### src/sv/dqe_pkg.sv
package dqe_pkg;

  // Default limits
  localparam int MAX_LABEL_DEF = 63;
  localparam int MAX_NAME_DEF  = 255;

  // Special characters
  localparam logic [7:0] CHAR_NUL = 8'h00;
  localparam logic [7:0] CHAR_DOT = 8'h2E;

  // Configuration port
  localparam int CFG_AW = 2;
  localparam int CFG_DW = 16;
  localparam logic [CFG_AW-1:0] REG_QUERY_TYPE  = 2'd0;
  localparam logic [CFG_AW-1:0] REG_UNICAST     = 2'd1;
  localparam logic [CFG_AW-1:0] REG_QUERY_CLASS = 2'd2;

  localparam logic [14:0] QUERY_TYPE_RST  = 15'd12;
  localparam logic [15:0] QUERY_CLASS_RST = 16'd1;

  // Positions of the question tail: terminator, QTYPE, QCLASS
  localparam logic [2:0] TAIL_ZERO     = 3'd0;
  localparam logic [2:0] TAIL_TYPE_HI  = 3'd1;
  localparam logic [2:0] TAIL_TYPE_LO  = 3'd2;
  localparam logic [2:0] TAIL_CLASS_HI = 3'd3;
  localparam logic [2:0] TAIL_CLASS_LO = 3'd4;

  // Bits of m_tuser
  localparam int TU_PAIR  = 0;
  localparam int TU_ERROR = 1;
  localparam int TU_W     = 2;

  typedef enum logic [2:0] {
    ST_IDLE,
    ST_LABEL,
    ST_TAIL,
    ST_DRAIN,
    ST_ERR
  } state_t;

endpackage

### src/sv/dns_question_name_encoder.sv
// Channel   Dir  Width  Contents
// s_axis    in   8      tdata: char_code[7:0]
// m_axis    out  16+2   tdata: first_byte, second_byte; tuser: pair_valid, error;
//                       tlast: last
// cfg       in   2+16   cfg_addr selects query_type, unicast_response, query_class
//
// An ordinary character gives no word.
// A dot sends its label (L label characters): one wire byte a cycle leaves
// the label memory read port unless m_tready stalls the byte pipeline;
// two bytes make one word. A NUL adds five tail bytes.
// An error word is loaded once the output register is free.
// s_tready is high only while the sequencer is idle; a finished word may still
// wait in the output register. m_tready low stalls the byte pipeline in place.
// rst is synchronous and active high; no memory clearing pass.
module dns_question_name_encoder #(
  parameter int MAX_LABEL = dqe_pkg::MAX_LABEL_DEF,
  parameter int MAX_NAME  = dqe_pkg::MAX_NAME_DEF
) (
  input  logic                       clk,
  input  logic                       rst,
  input  logic                       s_tvalid,
  output logic                       s_tready,
  input  logic [7:0]                 s_tdata,   // char_code[7:0]
  output logic                       m_tvalid,
  input  logic                       m_tready,
  output logic [15:0]                m_tdata,   // first_byte[7:0], second_byte[15:8]
  output logic [dqe_pkg::TU_W-1:0]   m_tuser,   // pair_valid[0], error[1]
  output logic                       m_tlast,
  input  logic                       cfg_we,
  input  logic [dqe_pkg::CFG_AW-1:0] cfg_addr,
  input  logic [dqe_pkg::CFG_DW-1:0] cfg_data
);

  localparam int LBL_AW = $clog2(MAX_LABEL + 1);
  localparam int NAME_W = $clog2(MAX_NAME + 1);
  localparam int SUM_W  = ((NAME_W > LBL_AW) ? NAME_W : LBL_AW) + 2;
  localparam int IDX_W  = (LBL_AW > 3) ? LBL_AW : 3;
  localparam int DEPTH  = 2 ** LBL_AW;

  dqe_pkg::state_t state, state_next;

  // Configuration registers
  logic [14:0] query_type;
  logic        unicast_response;
  logic [15:0] query_class;

  // Name tracking
  logic [LBL_AW-1:0] label_count;
  logic [NAME_W-1:0] name_count;
  logic              discarding;
  logic              final_q;

  // Byte sequencer and label memory
  logic [7:0]        label_mem [DEPTH];
  logic [IDX_W-1:0]  idx;
  logic [7:0]        rdata;
  logic              a_go, a_end, a_from_mem, a_last;
  logic [7:0]        a_const;
  logic [LBL_AW-1:0] raddr;

  // Byte stage and pair packer
  logic       b_valid, b_from_mem, b_last, b_adv, b_needs_out;
  logic [7:0] b_const, b_byte;
  logic       h_valid;
  logic [7:0] h_byte;
  logic       out_free, emit, err_load;

  // Input decode
  logic              s_acc, is_nul, is_dot, label_full, name_fits;
  logic              go_err, go_label, go_tail, store_char;
  logic [SUM_W-1:0]  need_len;

  assign s_acc      = s_tvalid && s_tready;
  assign is_nul     = (s_tdata == dqe_pkg::CHAR_NUL);
  assign is_dot     = (s_tdata == dqe_pkg::CHAR_DOT);
  assign label_full = (label_count >= LBL_AW'(MAX_LABEL));
  assign need_len   = SUM_W'(name_count) + SUM_W'(label_count) + SUM_W'(2);
  assign name_fits  = (need_len <= SUM_W'(MAX_NAME));

  assign go_err = s_acc && !discarding &&
                  ((is_nul && (label_count != '0) && !name_fits) ||
                   (is_dot && ((label_count == '0) || !name_fits)) ||
                   (!is_nul && !is_dot && label_full));
  assign go_label   = s_acc && !discarding && (is_nul || is_dot) &&
                      (label_count != '0) && name_fits;
  assign go_tail    = s_acc && !discarding && is_nul && (label_count == '0);
  assign store_char = s_acc && !discarding && !is_nul && !is_dot && !label_full;

  // Byte stage advance and packing
  assign out_free    = !m_tvalid || m_tready;
  assign b_needs_out = h_valid || b_last;
  assign b_adv       = b_valid && (!b_needs_out || out_free);
  assign emit        = b_adv && b_needs_out;
  assign b_byte      = b_from_mem ? rdata : b_const;

  // Mark the last byte of the label or tail stream
  assign a_end = ((state == dqe_pkg::ST_LABEL) && (idx == IDX_W'(label_count))) ||
                 ((state == dqe_pkg::ST_TAIL) && (idx[2:0] == dqe_pkg::TAIL_CLASS_LO));

  // Next state
  always_comb begin
    state_next = state;
    unique case (state)
      dqe_pkg::ST_IDLE: begin
        if (go_err) state_next = dqe_pkg::ST_ERR;
        else if (go_label) state_next = dqe_pkg::ST_LABEL;
        else if (go_tail) state_next = dqe_pkg::ST_TAIL;
      end
      dqe_pkg::ST_LABEL: begin
        if (a_go && a_end) state_next = final_q ? dqe_pkg::ST_TAIL : dqe_pkg::ST_DRAIN;
      end
      dqe_pkg::ST_TAIL: begin
        if (a_go && a_end) state_next = dqe_pkg::ST_DRAIN;
      end
      dqe_pkg::ST_DRAIN: begin
        if (!b_valid || b_adv) state_next = dqe_pkg::ST_IDLE;
      end
      dqe_pkg::ST_ERR: begin
        if (out_free) state_next = dqe_pkg::ST_IDLE;
      end
      default: state_next = dqe_pkg::ST_IDLE;
    endcase
  end

  // State outputs
  always_comb begin
    s_tready = 1'b0;
    a_go     = 1'b0;
    err_load = 1'b0;
    unique case (state)
      dqe_pkg::ST_IDLE:  s_tready = 1'b1;
      dqe_pkg::ST_LABEL: a_go = !b_valid || b_adv;
      dqe_pkg::ST_TAIL:  a_go = !b_valid || b_adv;
      dqe_pkg::ST_DRAIN: a_go = 1'b0;
      dqe_pkg::ST_ERR:   err_load = out_free;
      default:           s_tready = 1'b0;
    endcase
  end

  // Select the byte the sequencer issues
  always_comb begin
    a_from_mem = 1'b0;
    a_const    = 8'(label_count);
    a_last     = 1'b0;
    raddr      = LBL_AW'(idx - IDX_W'(1));
    if (state == dqe_pkg::ST_LABEL) begin
      a_from_mem = (idx != '0);
      a_last     = a_end && !final_q;
    end else begin
      a_last = a_end;
      case (idx[2:0])
        dqe_pkg::TAIL_ZERO:     a_const = 8'h00;
        dqe_pkg::TAIL_TYPE_HI:  a_const = {unicast_response, query_type[14:8]};
        dqe_pkg::TAIL_TYPE_LO:  a_const = query_type[7:0];
        dqe_pkg::TAIL_CLASS_HI: a_const = query_class[15:8];
        dqe_pkg::TAIL_CLASS_LO: a_const = query_class[7:0];
        default:                a_const = 8'h00;
      endcase
    end
  end

  // Control registers
  always_ff @(posedge clk) begin
    if (rst) begin
      state            <= dqe_pkg::ST_IDLE;
      query_type       <= dqe_pkg::QUERY_TYPE_RST;
      unicast_response <= 1'b0;
      query_class      <= dqe_pkg::QUERY_CLASS_RST;
      label_count      <= '0;
      name_count       <= '0;
      discarding       <= 1'b0;
      final_q          <= 1'b0;
      idx              <= '0;
      b_valid          <= 1'b0;
      h_valid          <= 1'b0;
      m_tvalid         <= 1'b0;
    end else begin
      state <= state_next;

      // Write configuration
      if (cfg_we) begin
        unique case (cfg_addr)
          dqe_pkg::REG_QUERY_TYPE:  query_type       <= cfg_data[14:0];
          dqe_pkg::REG_UNICAST:     unicast_response <= cfg_data[0];
          dqe_pkg::REG_QUERY_CLASS: query_class      <= cfg_data;
          default: ;
        endcase
      end

      // Track the name on accepted characters
      if (s_acc) final_q <= is_nul;
      if (s_acc && discarding && is_nul) discarding <= 1'b0;
      if (go_err) begin
        label_count <= '0;
        name_count  <= '0;
        discarding  <= !is_nul;
      end
      if (store_char) label_count <= label_count + LBL_AW'(1);
      if (go_label && is_dot) name_count <= NAME_W'(need_len - SUM_W'(1));
      if ((go_label && is_nul) || go_tail) name_count <= '0;
      if (go_label || go_tail) idx <= '0;

      // Advance the sequencer
      if (a_go) begin
        idx <= a_end ? '0 : idx + IDX_W'(1);
        if (a_end && (state == dqe_pkg::ST_LABEL)) label_count <= '0;
      end

      // Byte stage and packer occupancy
      if (a_go) b_valid <= 1'b1;
      else if (b_adv) b_valid <= 1'b0;
      if (b_adv) h_valid <= !h_valid && !b_last;

      // Output register
      if (emit || err_load) m_tvalid <= 1'b1;
      else if (m_tready) m_tvalid <= 1'b0;
    end
  end

  // Payload registers
  always_ff @(posedge clk) begin
    if (a_go) begin
      b_from_mem <= a_from_mem;
      b_const    <= a_const;
      b_last     <= a_last;
    end
    if (b_adv && !h_valid) h_byte <= b_byte;
    if (emit) begin
      m_tdata                    <= h_valid ? {b_byte, h_byte} : {8'h00, b_byte};
      m_tuser[dqe_pkg::TU_PAIR]  <= h_valid;
      m_tuser[dqe_pkg::TU_ERROR] <= 1'b0;
      m_tlast                    <= b_last && final_q;
    end else if (err_load) begin
      m_tdata                    <= 16'h0000;
      m_tuser[dqe_pkg::TU_PAIR]  <= 1'b0;
      m_tuser[dqe_pkg::TU_ERROR] <= 1'b1;
      m_tlast                    <= 1'b1;
    end
  end

  // Label memory: write on stored characters, registered read
  always_ff @(posedge clk) begin
    if (store_char) label_mem[label_count] <= s_tdata;
    if (a_go && a_from_mem) rdata <= label_mem[raddr];
  end

endmodule

### config.mk
export PLATFORM = sky130hd
export DESIGN_NAME = dns_question_name_encoder
export DESIGN_NICKNAME = d
export VERILOG_FILES = /design/src/sv/dqe_pkg.sv /design/src/sv/dns_question_name_encoder.sv
export SDC_FILE = /design/constraint.sdc
export NUM_CORES = 1
export LEC_CHECK = 0
export ABC_CLOCK_PERIOD_IN_PS = 11300
export BUFFER_PORTS_ARGS = -buffer_cell sky130_fd_sc_hd__clkbuf_2
export CORE_AREA = 2 2 207 209
export DETAILED_ROUTE_END_ITERATION = 8
export DIE_AREA = 0 0 209 211
export GPL_TIMING_DRIVEN = 0
export PLACE_DENSITY = 0.74
export REMOVE_ABC_BUFFERS = 1
export SLEW_MARGIN = 15
export SYNTH_ARGS = -nofsm -noshare
export SYNTH_HDL_FRONTEND = slang
export SYNTH_SLANG_ARGS = --single-unit
### constraint.sdc
create_clock -name clk -period 11.3 [get_ports clk]
set_input_delay 1.13 -clock clk [delete_from_list [all_inputs] [get_ports clk]]
set_output_delay 1.13 -clock clk [all_outputs]
set_load 0.02 [all_outputs]
==> parameters.txt <==
Parameter                              Value

STA
  Worst slew margin ... 27.3%
  Unrepaired setup endpoints after global routing ... false
  Final worst path period need ... 4.04 ns
  Crit path setup slack, layout ... 7.26 ns
  Post-route setup TNS ... 0 ns
  Largest clock skew in the final design ... 0.0261 ns
  Fin crit share ... 35.8%
  Number of setup violations in the final report ... 0
  Final hold violations ... 0
  Fmax ... 247 MHz
  Final Max Slew Viols ... 0
  Worst-margin pin slew ... 1.08 ns

Critical path
  Most frequent cell on the critical path ... sky130_fd_sc_hd__nor2_1
  Data required, critical path ... 11.53 ns
  Crit path kind ... input port to flop
  Cell family contributing the most delay on the critical path ... simple AND/OR/NAND/NOR gates
  Launch point of the worst reg-to-reg path ... idx[0]$_SDFFE_PP0P_
  Critical Path Source Type ... input port
  Critical R2R Capture ... rdata[7]$_DFFE_PP_
  Highest-delay cell along the critical path ... sky130_fd_sc_hd__nor2_1
  Largest driver fanout on the critical path ... 66
  Count of buffering cells on the critical path with inverters included ... 1
  Kind of capture point of the worst setup path ... flop
  Arrival time of the worst setup path ... 4.27 ns
  Peak per-stage delay on the critical path ... 0.89 ns
  Worst R2R Path Depth ... 8
  Register-to-Register Setup Slack ... 7.36 ns
  Worst-path cell chain ... clkbuf_4, nor4_1, o21a_1, nand2b_1, nor2_1, nand2_1, nor2_1

Pwr
  Portion of total power attributed to combinational logic ... 28.8%
  Psw ... 1.85 mW
  Clock network fraction of total power ... 29.5%
  Power per unit of standard cell area ... 230 nW/um^2
  Static Leak ... 8.79 nW
  Switching portion of total power ... 29.0%
  Share of power burned in registers ... 41.7%
  Maximum vdd ir drop ... 0.128 mV
  Internal Power ... 4.52 mW

Clock tree
  Clock root cell ... sky130_fd_sc_hd__clkbuf_16
  CTS max path bufs ... 3
  Number of clock sinks ... 617
  Total clock buffers created by CTS ... 60
  CTS Hold Buffers Added ... 0
  CTS tree ... yes
  Clock transition at path regs ... 0.06 ns
  Maximum level of the CTS H-tree ... 2
  Number of buffers inserted by post-CTS setup repair ... 0
  Total of cells resized after clock tree synthesis ... 0
  Clock insertion delay at the later pin of the skew report ... 0.62 ns

Routing
  Total length of routed wires ... 52100 microns
  Routed length per placed instance ... 25.6 microns
  Via Count ... 12900
  Post-DR vias/cell ... 6.34
  First-iteration detailed-routing DRC count ... 1665
  Remaining DRCs ... 0
  Detail Route Antenna Nets ... 0
  First-pass DRT Iterations ... 6

Placed design
  Place WS ... 6.35 ns
  RD Place Congestion ... 0.808
  Number of buffer cells added on primary ports ... 51
  Final HPWL DP ... 31100 microns

Logic synthesis
  Number of synthesized register bits ... 617
  Syn Std Cell Area ... 24900 sq um
  Post-synth top area cell ... sky130_fd_sc_hd__edfxtp_1
  Share of Yosys cell area claimed by the top area cell type ... 66.9%
  Number of flops mapped to enable cells by yosys ... 556
  Sequential cell area fraction in the yosys report ... 71.8%
  Top FF cell, synth ... sky130_fd_sc_hd__edfxtp_1
  Number of standard cells after synthesis ... 1410
  Unique cell type count in the Yosys netlist ... 63
  Average size of a mapped cell ... 17.7 sq um
  Synth area leaders ... sky130_fd_sc_hd__edfxtp_1 67%, sky130_fd_sc_hd__mux4_2 14%, sky130_fd_sc_hd__dfxtp_1 4.9%
  Yosys warning count ... 0
  Fraction of synthesis flops using an asynchronous set or reset pin ... 0%

Floorplan
  Overall die height ... 211 microns
  Initial Util ... 59.7%
  Die X-Extent ... 209 microns
  I/O pins ... 52
  Core region area ... 41800 sq um
  Row count ... 75
  Die Footprint ... 44100 sq um

Min path
  Worst hold path class ... flop to flop
  Beginning of the worst hold path ... query_class[9]$_SDFFE_PP0P_
  Hold depth ... 2
  Hold EP ... query_class[9]$_SDFFE_PP0P_

Job
  Max_cap viols ... 0

Global routing
  Congestion Overflow GR ... 0
  Pin count of the biggest net entering global routing ... 67
  Global-route usage over all layers ... 24.4%
  Vias in the first global route ... 12900
  Antenna violations before repair ... 0
  Wire length of the first global-routing pass ... 79900 microns

Layout
  Count of nets after finishing ... 1509
  Ratio of cells with drive above 1 in the final layout ... 21.3%
  Count of fill cells added during filler insertion ... 2715
  P&R area growth vs syn ... 10.9%
  Diodes inserted ... 0

Run status
  Run status ... finished, final reports clean
-- worst register-to-register path, stage by stage, from the launching register on --
cell and delay (ns):
sky130_fd_sc_hd__dfxtp_4 0.80, sky130_fd_sc_hd__inv_1 0.22, sky130_fd_sc_hd__ha_4 0.82, sky130_fd_sc_hd__buf_16 0.34, sky130_fd_sc_hd__mux4_2 0.42, sky130_fd_sc_hd__mux4_2 0.53
sky130_fd_sc_hd__nor2b_1 0.16, sky130_fd_sc_hd__a211oi_1 0.25, sky130_fd_sc_hd__a21oi_1 0.09
-- flip-flops by register name, indices dropped and copies added (netlist names), 6 cells and up --
| name | cells |
|---|---|
| m_tdata | 16 |
| idx | 6 |
| label_count | 6 |
| h_byte | 8 |
| query_type | 15 |
| b_const | 8 |
| name_count | 8 |
| query_class | 16 |
| label_mem | 512 |
| rdata | 8 |
-- power groups by stage --
stage	Sequential [mW]	Clock [mW]	Combinational, mW
3_3_place_gp	2.80	0	1.92
3_5_place_dp	2.71	0	1.83
6_report	2.66	1.88	1.83
4_1_cts	2.66	1.91	1.85
2_1_floorplan	2.77	0	1.33
5_1_grt	2.67	1.99	1.95
-- synthesized netlist by cell type (all sizes together) (3+ instances only) --
cell and count:
a31oi 7, xor2 7, or2 4, nand3b 8, mux2i 17, a22o 6, ha 22, mux4 160
nand2b 7, inv 31, o311ai 3, or3b 3, o31a 4, o21a 3, nor2 120, edfxtp 556
nor3 9, a21oi 65, nand3 22, xnor2 11, nand2 114, and3 5, nor2b 14, dfxtp 61
or3 8, clkbuf 52, a222oi 8, buf 26, nor4 4, o21ai 7, nor3b 3, a21o 3
a211oi 13
-- area by class of cell --
type                            count  area [sq um]  share of cell area [%]
Clock buffer                       71          1590                    5.73
Clock inverter                     36           259                   0.936
Inverter                           31           116                   0.421
Multi-Input combinational cell    684          6640                    24.0
Sequential cell                   617         17900                    64.8
Tap cell                          539           674                    2.44
Timing Repair Buffer               61           469                    1.70
-- worst max path at each step --
stage	startpoint	cells after the start	endpoint
floorplan	idx[0]$_SDFFE_PP0P_	7	rdata[0]$_DFFE_PP_
global placement	idx[0]$_SDFFE_PP0P_	7	rdata[2]$_DFFE_PP_
detailed placement	s_tdata[1]	7	label_mem[3][5]$_DFFE_PP_
CTS	s_tdata[0]	7	label_mem[1][2]$_DFFE_PP_
global route	s_tdata[5]	7	label_mem[10][3]$_DFFE_PP_
finish	s_tdata[5]	7	label_mem[1][2]$_DFFE_PP_
-- stage by stage --
stage / power, mW / hold WS (ns) / instance area (sq um) / cells / utilization (%)
final: 6.37 / 0.460 / 27700 / 2039 / 66.3
after global routing: 6.61 / 0.482 / 27700 / 2039 / 66.3
after CTS: 6.41 / 0.460 / 27700 / 2039 / 66.2
after detailed placement: 4.54 / 0.452 / 25800 / 1932 / 61.8
after global placement: 4.73 / 0.442 / 25600 / 1922 / 61.2
after floorplan: 4.09 / 0.430 / 24600 / 1332 / -
-- placed cells by master (no fill, tap or decap), types with 4 or more instances in the layout --
master                       count
sky130_fd_sc_hd__edfxtp_1      556
sky130_fd_sc_hd__mux4_2        160
sky130_fd_sc_hd__nor2_1        120
sky130_fd_sc_hd__nand2_1       114
sky130_fd_sc_hd__a21oi_1        65
sky130_fd_sc_hd__clkbuf_16      62
sky130_fd_sc_hd__dfxtp_1        60
sky130_fd_sc_hd__clkbuf_2       43
sky130_fd_sc_hd__inv_1          31
sky130_fd_sc_hd__nand3_1        22
sky130_fd_sc_hd__ha_1           20
sky130_fd_sc_hd__mux2i_1        17
sky130_fd_sc_hd__clkinv_1       16
sky130_fd_sc_hd__nor2b_1        14
sky130_fd_sc_hd__a211oi_1       13
sky130_fd_sc_hd__clkinv_2       11
sky130_fd_sc_hd__xnor2_1        10
sky130_fd_sc_hd__nor3_1          9
sky130_fd_sc_hd__clkbuf_1        9
sky130_fd_sc_hd__or3_1           8
sky130_fd_sc_hd__a222oi_1        8
sky130_fd_sc_hd__nand3b_1        8
sky130_fd_sc_hd__nand2b_1        7
sky130_fd_sc_hd__a31oi_1         7
sky130_fd_sc_hd__xor2_1          6
sky130_fd_sc_hd__a22o_1          6
sky130_fd_sc_hd__o21ai_0         6
sky130_fd_sc_hd__clkinvlp_4      5
sky130_fd_sc_hd__buf_4           5
sky130_fd_sc_hd__buf_16          5
sky130_fd_sc_hd__nor4_1          4
sky130_fd_sc_hd__o31a_1          4
sky130_fd_sc_hd__and3_1          4
sky130_fd_sc_hd__clkbuf_4        4
-- logic make-up (layout without fill, tap and decap cells) --
kind of cell | count (synthesis) | after routing | share of synthesized area [%]
flops | 617 | 617 | 71.8
simple gates | 332 | 332 | 6.00
mux | 177 | 177 | 15.1
compound gates | 134 | 134 | 3.48
buf+inv | 109 | 199 | 1.76
fa+ha+maj | 23 | 23 | 1.18
xor+xnor | 18 | 18 | 0.632
-- metal layers --
layer	up-vias	global-route usage (%)	share of wire [%]
met4	0	6.65	2.1
met2	508	39.6	50
met3	85	4.76	7.8
li1	5665	-	-
met1	6665	34.5	40
met5	-	0	0
(Power assumes the default switching activity.)
